**src/hw/rtl/assert_macros.svh**
```systemverilog
// Assertion macros for the reminder alarm matcher.
// No dependencies.
`ifndef ASSERT_MACROS_SVH
`define ASSERT_MACROS_SVH

// antecedent implies consequent in the same cycle
`define ASSERT_SAME(label, clk, rst, ante, cons) \
   label: assert property (@(posedge clk) disable iff (rst) (ante) |-> (cons)) \
      else $error("assertion failed");

// antecedent implies consequent in the next cycle
`define ASSERT_NEXT(label, clk, rst, ante, cons) \
   label: assert property (@(posedge clk) disable iff (rst) (ante) |=> (cons)) \
      else $error("assertion failed");

`endif

```
**src/hw/rtl/rem_pkg.sv**
```systemverilog
// Types and constants for the reminder alarm matcher.
// No dependencies.
`timescale 1ns / 1ps
`default_nettype none
package rem_pkg;

   localparam logic [31:0] DAY_SECONDS = 32'd86400;

   localparam logic CMD_WRITE = 1'b0;
   localparam logic CMD_TICK  = 1'b1;

   localparam logic KIND_CUSTOM = 1'b0;
   localparam logic KIND_REPEAT = 1'b1;

   localparam logic [2:0] EV_FIRST        = 3'd0;
   localparam logic [2:0] EV_FIRST_OFFSET = 3'd1;
   localparam logic [2:0] EV_WEEK         = 3'd2;
   localparam logic [2:0] EV_WEEK_OFFSET  = 3'd3;
   localparam logic [2:0] EV_MONTH        = 3'd4;
   localparam logic [2:0] EV_MONTH_OFFSET = 3'd5;
   localparam logic [2:0] EV_REPEAT       = 3'd6;
   localparam logic [2:0] EV_REPEAT_OFFSET = 3'd7;

   typedef struct packed {
      logic        cmd;
      logic [2:0]  slot;
      logic        entry_valid;
      logic        entry_kind;
      logic [31:0] time_utc;
      logic [31:0] offset_time;
      logic [2:0]  weekday;
      logic [4:0]  day_of_month;
      logic [3:0]  month;
      logic [6:0]  weekday_mask;
      logic [12:0] month_mask;
      logic [31:0] repeat_period;
   } req_type;

   typedef struct packed {
      logic [1:0] group_id;
      logic       item_id;
      logic [2:0] event_kind;
      logic       last;
   } rsp_type;

endpackage
`default_nettype wire

```
**src/hw/rtl/rem_mod_serial.sv**
```systemverilog
// Bit-serial remainder unit: one dividend bit per cycle.
// Depends on nothing.
`timescale 1ns / 1ps
`default_nettype none
module rem_mod_serial (
   input  wire logic        clock,
   input  wire logic        reset,
   input  wire logic        start,
   input  wire logic [31:0] dividend,
   input  wire logic [31:0] divisor,
   output logic             done,
   output logic [31:0]      remainder
);

   logic [31:0] quo_ff, quo_in;
   logic [31:0] div_ff, div_in;
   logic [31:0] rem_ff, rem_in;
   logic [4:0]  cnt_ff, cnt_in;
   logic        run_ff, run_in;
   logic        done_ff, done_in;
   logic [32:0] trial;

   assign trial = {rem_ff, quo_ff[31]};

   always_comb begin
      quo_in  = quo_ff;
      div_in  = div_ff;
      rem_in  = rem_ff;
      cnt_in  = cnt_ff;
      run_in  = run_ff;
      done_in = 1'b0;
      if (start) begin
         quo_in = dividend;
         div_in = divisor;
         rem_in = '0;
         cnt_in = '0;
         run_in = 1'b1;
      end else if (run_ff) begin
         quo_in = {quo_ff[30:0], 1'b0};
         if (trial >= {1'b0, div_ff}) begin
            rem_in = 32'(trial - {1'b0, div_ff});
         end else begin
            rem_in = trial[31:0];
         end
         cnt_in = cnt_ff + 5'd1;
         if (cnt_ff == 5'd31) begin
            run_in  = 1'b0;
            done_in = 1'b1;
         end
      end
   end

   always_ff @(posedge clock) begin
      quo_ff <= quo_in;
      div_ff <= div_in;
      rem_ff <= rem_in;
      cnt_ff <= cnt_in;
      if (reset) begin
         run_ff  <= 1'b0;
         done_ff <= 1'b0;
      end else begin
         run_ff  <= run_in;
         done_ff <= done_in;
      end
   end

   assign done      = done_ff;
   assign remainder = rem_ff;

endmodule
`default_nettype wire

```
**src/hw/rtl/reminder_alarm_matcher.sv**
```systemverilog
// Reminder alarm matcher top level: entry table, scan sequencer, result strobe.
// Depends on rem_pkg, rem_mod_serial and assert_macros.svh.
// A write leaves busy low. A tick scans every entry: a valid entry passes through load,
// start, the serial remainder and 8 emit steps; an invalid one is skipped in the load step.
// At most one result per cycle as strobes; the receiver cannot stall. Sync reset invalidates all entries.
`timescale 1ns / 1ps
`default_nettype none
`include "assert_macros.svh"
module reminder_alarm_matcher
   import rem_pkg::*;
#(
   parameter int GROUPS          = 4,
   parameter int ITEMS_PER_GROUP = 2
) (
   input  wire logic    clock,
   input  wire logic    reset,
   input  wire logic    start,
   output logic         busy,
   input  wire req_type req_data,
   output logic         rsp_valid,
   output rsp_type      rsp_data
);

   localparam int ENTRY_COUNT = GROUPS * ITEMS_PER_GROUP;
   localparam int DEPTH = (ENTRY_COUNT < 8) ? ENTRY_COUNT : 8;
   localparam int IDX_W = (DEPTH > 1) ? $clog2(DEPTH) : 1;

   localparam logic [2:0] S_IDLE  = 3'd0;
   localparam logic [2:0] S_LOAD  = 3'd1;
   localparam logic [2:0] S_START = 3'd2;
   localparam logic [2:0] S_DIV   = 3'd3;
   localparam logic [2:0] S_EMIT  = 3'd4;
   localparam logic [2:0] S_FINAL = 3'd5;

   logic              valid_ff [DEPTH];
   logic              kind_mem [DEPTH];
   logic [31:0]       tgt_mem  [DEPTH];
   logic [31:0]       ofs_mem  [DEPTH];
   logic [2:0]        wday_mem [DEPTH];
   logic [4:0]        mday_mem [DEPTH];
   logic [6:0]        wmsk_mem [DEPTH];
   logic [12:0]       mmsk_mem [DEPTH];
   logic [31:0]       per_mem  [DEPTH];

   logic              kind_ff;
   logic [31:0]       tgt_ff, ofs_ff, per_ff;
   logic [2:0]        wday_ff;
   logic [4:0]        mday_ff;
   logic [6:0]        wmsk_ff;
   logic [12:0]       mmsk_ff;

   logic [31:0]       now_ff;
   logic [2:0]        cwday_ff;
   logic [4:0]        cmday_ff;
   logic [3:0]        cmon_ff;

   logic [2:0]        state_ff, state_in;
   logic [IDX_W:0]    cnt_ff, cnt_in;
   logic [2:0]        ev_ff, ev_in;
   logic [7:0]        hits_ff, hits_in;
   logic              pend_ff, pend_in;
   rsp_type           pdat_ff, pdat_in;
   logic              rv_ff, rv_in;
   rsp_type           rd_ff, rd_in;

   logic              accept, do_write, mod_start;
   logic [IDX_W-1:0]  idx;
   logic [2:0]        scan_slot;
   logic [31:0]       op0, op1, op2, dist_t, dist_o;
   logic              done0, done1, done2;
   logic [31:0]       r0, r1, r2;
   logic              wk_ok, mo_ok, c_t, c_o;
   logic [7:0]        wk_shift;
   logic [15:0]       mo_shift;
   logic [7:0]        hit_vec;

   assign accept   = start && !busy;
   assign do_write = accept && (req_data.cmd == CMD_WRITE)
                     && ({29'd0, req_data.slot} < 32'(DEPTH));
   assign idx       = cnt_ff[IDX_W-1:0];
   assign scan_slot = 3'(cnt_ff);
   assign mod_start = (state_ff == S_START);

   always_ff @(posedge clock) begin
      if (do_write) begin
         kind_mem[req_data.slot[IDX_W-1:0]] <= req_data.entry_kind;
         tgt_mem[req_data.slot[IDX_W-1:0]]  <= req_data.time_utc;
         ofs_mem[req_data.slot[IDX_W-1:0]]  <= req_data.offset_time;
         wday_mem[req_data.slot[IDX_W-1:0]] <= req_data.weekday;
         mday_mem[req_data.slot[IDX_W-1:0]] <= req_data.day_of_month;
         wmsk_mem[req_data.slot[IDX_W-1:0]] <= req_data.weekday_mask;
         mmsk_mem[req_data.slot[IDX_W-1:0]] <= req_data.month_mask;
         per_mem[req_data.slot[IDX_W-1:0]]  <= req_data.repeat_period;
      end
      if (state_ff == S_LOAD) begin
         kind_ff <= kind_mem[idx];
         tgt_ff  <= tgt_mem[idx];
         ofs_ff  <= ofs_mem[idx];
         wday_ff <= wday_mem[idx];
         mday_ff <= mday_mem[idx];
         wmsk_ff <= wmsk_mem[idx];
         mmsk_ff <= mmsk_mem[idx];
         per_ff  <= per_mem[idx];
      end
      if (accept && (req_data.cmd == CMD_TICK)) begin
         now_ff   <= req_data.time_utc;
         cwday_ff <= req_data.weekday;
         cmday_ff <= req_data.day_of_month;
         cmon_ff  <= req_data.month;
      end
   end

   always_ff @(posedge clock) begin
      for (int i = 0; i < DEPTH; i++) begin
         if (reset) begin
            valid_ff[i] <= 1'b0;
         end else if (do_write && (req_data.slot[IDX_W-1:0] == IDX_W'(i))) begin
            valid_ff[i] <= req_data.entry_valid;
         end
      end
   end

   // operand steering: custom entries reduce mod a day, repeat entries reduce distance mod period
   assign dist_t = (now_ff > tgt_ff) ? now_ff - tgt_ff : tgt_ff - now_ff;
   assign dist_o = (now_ff > ofs_ff) ? now_ff - ofs_ff : ofs_ff - now_ff;
   assign op0 = (kind_ff == KIND_CUSTOM) ? now_ff : dist_t;
   assign op1 = (kind_ff == KIND_CUSTOM) ? tgt_ff : dist_o;
   assign op2 = ofs_ff;

   rem_mod_serial u_mod0 (
      .clock(clock), .reset(reset), .start(mod_start), .dividend(op0),
      .divisor((kind_ff == KIND_CUSTOM) ? DAY_SECONDS : per_ff),
      .done(done0), .remainder(r0)
   );
   rem_mod_serial u_mod1 (
      .clock(clock), .reset(reset), .start(mod_start), .dividend(op1),
      .divisor((kind_ff == KIND_CUSTOM) ? DAY_SECONDS : per_ff),
      .done(done1), .remainder(r1)
   );
   rem_mod_serial u_mod2 (
      .clock(clock), .reset(reset), .start(mod_start), .dividend(op2),
      .divisor(DAY_SECONDS), .done(done2), .remainder(r2)
   );

   assign wk_shift = {1'b0, wmsk_ff} >> cwday_ff;
   assign mo_shift = {3'd0, mmsk_ff} >> cmon_ff;
   assign wk_ok = (wday_ff == cwday_ff) && wk_shift[0];
   assign mo_ok = (mday_ff == cmday_ff) && mo_shift[0];
   assign c_t   = (r0 == r1);
   assign c_o   = (r0 == r2);

   always_comb begin
      hit_vec = '0;
      hit_vec[EV_FIRST]        = (now_ff == tgt_ff);
      hit_vec[EV_FIRST_OFFSET] = (now_ff == ofs_ff);
      if (kind_ff == KIND_CUSTOM) begin
         hit_vec[EV_WEEK]         = wk_ok && c_t;
         hit_vec[EV_WEEK_OFFSET]  = wk_ok && c_o;
         hit_vec[EV_MONTH]        = mo_ok && c_t;
         hit_vec[EV_MONTH_OFFSET] = mo_ok && c_o;
      end else if (per_ff != 32'd0) begin
         hit_vec[EV_REPEAT]        = (r0 == 32'd0);
         hit_vec[EV_REPEAT_OFFSET] = (r1 == 32'd0);
      end
   end

   always_comb begin
      state_in = state_ff;
      cnt_in   = cnt_ff;
      ev_in    = ev_ff;
      hits_in  = hits_ff;
      pend_in  = pend_ff;
      pdat_in  = pdat_ff;
      rv_in    = 1'b0;
      rd_in    = rd_ff;
      unique case (state_ff)
         S_IDLE: begin
            if (accept && (req_data.cmd == CMD_TICK)) begin
               state_in = S_LOAD;
               cnt_in   = '0;
               pend_in  = 1'b0;
            end
         end
         S_LOAD: begin
            if (cnt_ff == (IDX_W + 1)'(DEPTH)) begin
               state_in = S_FINAL;
            end else if (!valid_ff[idx]) begin
               cnt_in = cnt_ff + {{IDX_W{1'b0}}, 1'b1};
            end else begin
               state_in = S_START;
            end
         end
         S_START: begin
            state_in = S_DIV;
         end
         S_DIV: begin
            if (done0 && done1 && done2) begin
               hits_in  = hit_vec;
               ev_in    = '0;
               state_in = S_EMIT;
            end
         end
         S_EMIT: begin
            if (hits_ff[ev_ff]) begin
               if (pend_ff) begin
                  rv_in = 1'b1;
                  rd_in = pdat_ff;
               end
               pend_in = 1'b1;
               pdat_in.group_id   = 2'(scan_slot / 3'(ITEMS_PER_GROUP));
               pdat_in.item_id    = 1'(scan_slot % 3'(ITEMS_PER_GROUP));
               pdat_in.event_kind = ev_ff;
               pdat_in.last       = 1'b0;
            end
            ev_in = ev_ff + 3'd1;
            if (ev_ff == EV_REPEAT_OFFSET) begin
               cnt_in   = cnt_ff + {{IDX_W{1'b0}}, 1'b1};
               state_in = S_LOAD;
            end
         end
         S_FINAL: begin
            if (pend_ff) begin
               rv_in      = 1'b1;
               rd_in      = pdat_ff;
               rd_in.last = 1'b1;
            end
            pend_in  = 1'b0;
            state_in = S_IDLE;
         end
         default: begin
            state_in = S_IDLE;
         end
      endcase
   end

   always_ff @(posedge clock) begin
      cnt_ff  <= cnt_in;
      ev_ff   <= ev_in;
      hits_ff <= hits_in;
      pdat_ff <= pdat_in;
      rd_ff   <= rd_in;
      if (reset) begin
         state_ff <= S_IDLE;
         pend_ff  <= 1'b0;
         rv_ff    <= 1'b0;
      end else begin
         state_ff <= state_in;
         pend_ff  <= pend_in;
         rv_ff    <= rv_in;
      end
   end

   assign busy      = (state_ff != S_IDLE);
   assign rsp_valid = rv_ff;
   assign rsp_data  = rd_ff;

   `ASSERT_SAME(a_last_ends_scan, clock, reset, rsp_valid && rsp_data.last, !busy)
   `ASSERT_SAME(a_mid_in_scan, clock, reset, rsp_valid && !rsp_data.last, busy)
   `ASSERT_NEXT(a_write_no_busy, clock, reset, accept && (req_data.cmd == CMD_WRITE), !busy)

endmodule
`default_nettype wire
```
**config.mk**
```make
export PLATFORM = sky130hd
export DESIGN_NAME = reminder_alarm_matcher
export DESIGN_NICKNAME = d
export VERILOG_FILES = /design/src/hw/rtl/rem_pkg.sv /design/src/hw/rtl/rem_mod_serial.sv /design/src/hw/rtl/reminder_alarm_matcher.sv
export VERILOG_INCLUDE_DIRS = /design/src /design/src/hw/rtl
export SDC_FILE = /design/constraint.sdc
export NUM_CORES = 2
export LEC_CHECK = 0
export BUFFER_PORTS_ARGS = -buffer_cell sky130_fd_sc_hd__buf_2
export CAP_MARGIN = 25
export CORE_MARGIN = 1.5
export CORE_UTILIZATION = 55
export CTS_CLUSTER_SIZE = 10
export DETAILED_ROUTE_END_ITERATION = 10
export PLACE_DENSITY_LB_ADDON = 0.25
export SLEW_MARGIN = 20
export SYNTH_ARGS = -nofsm -noshare
export SYNTH_HDL_FRONTEND = slang
export SYNTH_SLANG_ARGS = --single-unit
export TNS_END_PERCENT = 100
```
**constraint.sdc**
```tcl
create_clock -name clock -period 14.9 [get_ports clock]
set_input_delay 2.235 -clock clock [delete_from_list [all_inputs] [get_ports clock]]
set_output_delay 2.235 -clock clock [all_outputs]
set_load 0.05 [all_outputs]
```
==> flow_summary.toml <==
[sta]
totalNegativeSetupSlack_ns = 0
min_period_ns = 4.56
worst-slew-pin-transition_ns = 1.06
final_hold_vios = 0
grt_setup_unrepaired = "false"
finalCritPeriodShare_pct = 30.6
max_clk_rate_mhz = 219
finalClockSkew_ns = 0.0472
slew_headroom_pct = 29.0
setup_viol_count_final = 0
final_slew_viol_count = 0

[pwr]
p_total_mw = 11.4
power_density_mw_per_mm2 = 154
irDropWorstVdd_mv = 0.122
p_leak_nw = 26.2

[detailed_routing]
via_per_inst = 6.25
detailedRoute.firstIterationViolations = 4456
route.antenna.remaining_nets = 0
dr_total_vias = 39900
wl_um = 163000
drc = 0
firstDrtPassIters = 6
routedWlPerCell_um = 25.5

[floorplanning]
die-height_um = 352
placeableCoreArea_sq_mm = 0.120
die_w_um = 352
design.portCount = 146
floorplan.initialDensity_pct = 55.7
floorplan.die_area_sq_mm = 0.124
rows = 127

[place]
detailed_place_hpwl_um = 103000
portBuffers = 145
globalplace.congestion = 0.954
post_dp_cell_area_sq_mm = 0.0692
dp_cells = 6134

[synthesis]
synth-xor-area-share_pct = 2.55
synth_enable_flop_cells = 1333
dominantRegCellSynth = "sky130_fd_sc_hd__edfxtp_1"
async_flop_share_pct = 0
syn-cell-area_sq_mm = 0.0670
synthMuxAreaShare_pct = 12.3
synth_seq_cells = 1458
syn_nets = 4919
synth_top_family_by_area = "multiplexers"
synth_adder_area_share_pct = 3.94
synthesis.area_per_instance_sq_um = 14.6
yosysUniqueCellTypes = 98
ys_warn_count = 0
synthesis.instances = 4575
synth_compound_gate_area_share_pct = 8.37
synth_sequential_area_ratio_pct = 63.5
synth_simple_gate_area_share_pct = 6.82

[critical_path]
worstSetupStartpointType = "flop"
max_stage_delay_ns = 0.79
path_common_cell = "sky130_fd_sc_hd__buf_4"
cpLargestDelayFamily = "buffers and inverters"
cp-end-kind = "flop"
critical_path.cell_chain = "buf_4, buf_4, buf_4, buf_16, buf_4, mux4_2, mux2_2"
crit_slowest_cell = "sky130_fd_sc_hd__buf_4"
worstSetupPathDepth = 7
r2r.worst_path.cells = 7
crit_required_ns = 15.44
cp_max_fo = 64
crit_arrival_ns = 5.10
crit_buf_inv = 5
critPathKind = "flop to flop"

[grt]
antenna_violations_before_repair = 30
grt-ovfl-total = 0
grt_first_pass_wirelength_um = 245000
first_global_vias = 39300
track_usage_pct = 26.1
grt_start_max_net_pins = 138

[min_path]
min-delay-path-class = "flop to flop"
timing.hold.worst_path_depth = 0

[clocking]
cts-buffers-inserted = 167
clock_latency_ns = 0.81
cts.clk_slew.worst_paths_ns = 0.06
htree_levels = 4
max-clock-path-buffers = 3
clock_root_buffer_master = "sky130_fd_sc_hd__clkbuf_16"
cts.hold.buffers_added = 0
cts.repair.resized = 0
cts_tree = "built"
buffers_inserted_during_post_cts_setup_optimization = 0
cts_sinks = 1458

[status]
outcome = "complete, no violations"

[cells_and_area]
fin_cells = 6379
final_nets = 5041
n_fill_cell = 8741
layout-drive-gt1-share_pct = 17.7
areaGrowthSynthToFinish_pct = 10.8
post-route-cell-area_sq_mm = 0.0742

[flow_run]
cap_viol_max_count = 0
## flip-flops by register name, summed over array words and instances (netlist names), 24 cells and up, named ones only
| name | cells |
|---|---|
| mday_mem | 40 |
| mmsk_mem | 104 |
| now_ff | 32 |
| ofs_ff | 32 |
| ofs_mem | 256 |
| per_ff | 32 |
| per_mem | 256 |
| tgt_ff | 32 |
| tgt_mem | 256 |
| u_mod0.div_ff | 32 |
| u_mod0.quo_ff | 32 |
| u_mod0.remainder | 32 |
| u_mod1.quo_ff | 32 |
| u_mod1.remainder | 32 |
| u_mod2.quo_ff | 32 |
| u_mod2.remainder | 32 |
| wday_mem | 24 |
| wmsk_mem | 56 |
## final cells by class
cell class	instances	area, sq um	share of cell area (%)
well taps	1612	2020	2.72
diodes	7	17.5	0.0236
multi-input cells	2697	22800	30.7
clock inverters	20	363	0.489
clock buffers	212	4460	6.02
repair buffers	194	1280	1.72
flip-flops and latches	1458	42500	57.3
inverters	179	699	0.943
## final timing paths
| path | startpoint | to | slack [ns] |
|---|---|---|---|
| worst max-delay path | cnt_ff[1] | ofs_ff[9] | 10.34 |
| worst min-delay path | pdat_ff[1] | rsp_data[1] | 0.41 |
| worst max register to register | cnt_ff[1] | ofs_ff[9] | 10.34 |
| worst min register to register | pdat_ff[1] | rsp_data[1] | 0.41 |
## stage by stage
stage	util (%)	worst slack, ns	hold slack, ns
6_report	61.7	10.34	0.406
5_1_grt	61.6	10.13	0.436
4_1_cts	61.5	10.02	0.410
3_5_place_dp	57.5	9.61	0.410
3_3_place_gp	57.5	9.59	0.404
2_1_floorplan	-	2.49	0.400
## metal layers
layer | vias to the layer above | wire, um | global-route usage, %
met3 | 289 | 13800 | 5.05
li1 | 17900 | - | -
met4 | 24 | 3720 | 6.89
met1 | 20000 | 70600 | 38.3
met2 | 1680 | 74400 | 40.3
met5 | - | 149 | 0
## report_power, final
part	switching [mW]	total, mW	internal (mW)
sequential	0.382	5.14	4.76
combinational	1.48	2.61	1.13
clock	1.56	3.70	2.14
## cell families after synthesis
kind of cell | Yosys count
fa+ha+maj | 207
compound gates | 899
mux | 482
flops | 1458
buf+inv | 420
simple gates | 914
xor+xnor | 195
## synth_stat cells, types with 21 or more instances
| library cell | n | area [sq um] |
|---|---|---|
| sky130_fd_sc_hd__a211oi_1 | 63 | 473 |
| sky130_fd_sc_hd__a21o_1 | 118 | 886 |
| sky130_fd_sc_hd__a21oi_1 | 274 | 1370 |
| sky130_fd_sc_hd__a31oi_1 | 28 | 175 |
| sky130_fd_sc_hd__and2_1 | 44 | 275 |
| sky130_fd_sc_hd__and3_1 | 27 | 169 |
| sky130_fd_sc_hd__buf_1 | 25 | 93.8 |
| sky130_fd_sc_hd__buf_2 | 29 | 145 |
| sky130_fd_sc_hd__clkbuf_1 | 169 | 634 |
| sky130_fd_sc_hd__dfxtp_1 | 125 | 2500 |
| sky130_fd_sc_hd__edfxtp_1 | 1333 | 40000 |
| sky130_fd_sc_hd__ha_1 | 201 | 2510 |
| sky130_fd_sc_hd__inv_1 | 179 | 672 |
| sky130_fd_sc_hd__mux2_2 | 138 | 1550 |
| sky130_fd_sc_hd__mux2i_1 | 85 | 851 |
| sky130_fd_sc_hd__mux4_2 | 258 | 5810 |
| sky130_fd_sc_hd__nand2_1 | 209 | 785 |
| sky130_fd_sc_hd__nand2b_1 | 39 | 244 |
| sky130_fd_sc_hd__nand3_1 | 76 | 380 |
| sky130_fd_sc_hd__nand4_1 | 37 | 231 |
| sky130_fd_sc_hd__nor2_1 | 230 | 863 |
| sky130_fd_sc_hd__nor2b_1 | 27 | 169 |
| sky130_fd_sc_hd__nor3_1 | 95 | 475 |
| sky130_fd_sc_hd__nor4_1 | 55 | 344 |
| sky130_fd_sc_hd__o21a_1 | 26 | 195 |
| sky130_fd_sc_hd__o21ai_0 | 237 | 1190 |
| sky130_fd_sc_hd__or3_1 | 21 | 131 |
| sky130_fd_sc_hd__xnor2_1 | 81 | 709 |
| sky130_fd_sc_hd__xor2_1 | 114 | 998 |
## placed cells by master (no fill, tap or decap), types with 18 or more instances in the layout
cell type,synthesis,final
sky130_fd_sc_hd__mux2_2,138,138
sky130_fd_sc_hd__nand2b_1,39,38
sky130_fd_sc_hd__edfxtp_1,1333,1333
sky130_fd_sc_hd__nand4_1,37,37
sky130_fd_sc_hd__xnor2_1,81,81
sky130_fd_sc_hd__ha_1,201,201
sky130_fd_sc_hd__a21o_1,118,118
sky130_fd_sc_hd__mux4_2,258,258
sky130_fd_sc_hd__or3_1,21,21
sky130_fd_sc_hd__xor2_1,114,114
sky130_fd_sc_hd__a211oi_1,63,63
sky130_fd_sc_hd__dfxtp_1,125,123
sky130_fd_sc_hd__clkbuf_16,0,170
sky130_fd_sc_hd__and2_1,44,44
sky130_fd_sc_hd__nor2_1,230,225
sky130_fd_sc_hd__nor3_1,95,94
sky130_fd_sc_hd__o21ai_0,237,237
sky130_fd_sc_hd__clkbuf_1,169,37
sky130_fd_sc_hd__buf_2,29,145
sky130_fd_sc_hd__o21bai_1,18,18
sky130_fd_sc_hd__o21a_1,26,26
sky130_fd_sc_hd__o211ai_1,18,18
sky130_fd_sc_hd__nor4_1,55,55
sky130_fd_sc_hd__inv_1,179,172
sky130_fd_sc_hd__mux2i_1,85,85
sky130_fd_sc_hd__a21oi_1,274,274
sky130_fd_sc_hd__and3_1,27,27
sky130_fd_sc_hd__nand3_1,76,76
sky130_fd_sc_hd__a31oi_1,28,27
sky130_fd_sc_hd__nand2_1,209,209
sky130_fd_sc_hd__nor2b_1,27,27
sky130_fd_sc_hd__buf_4,13,37
(Power assumes the default switching activity.)
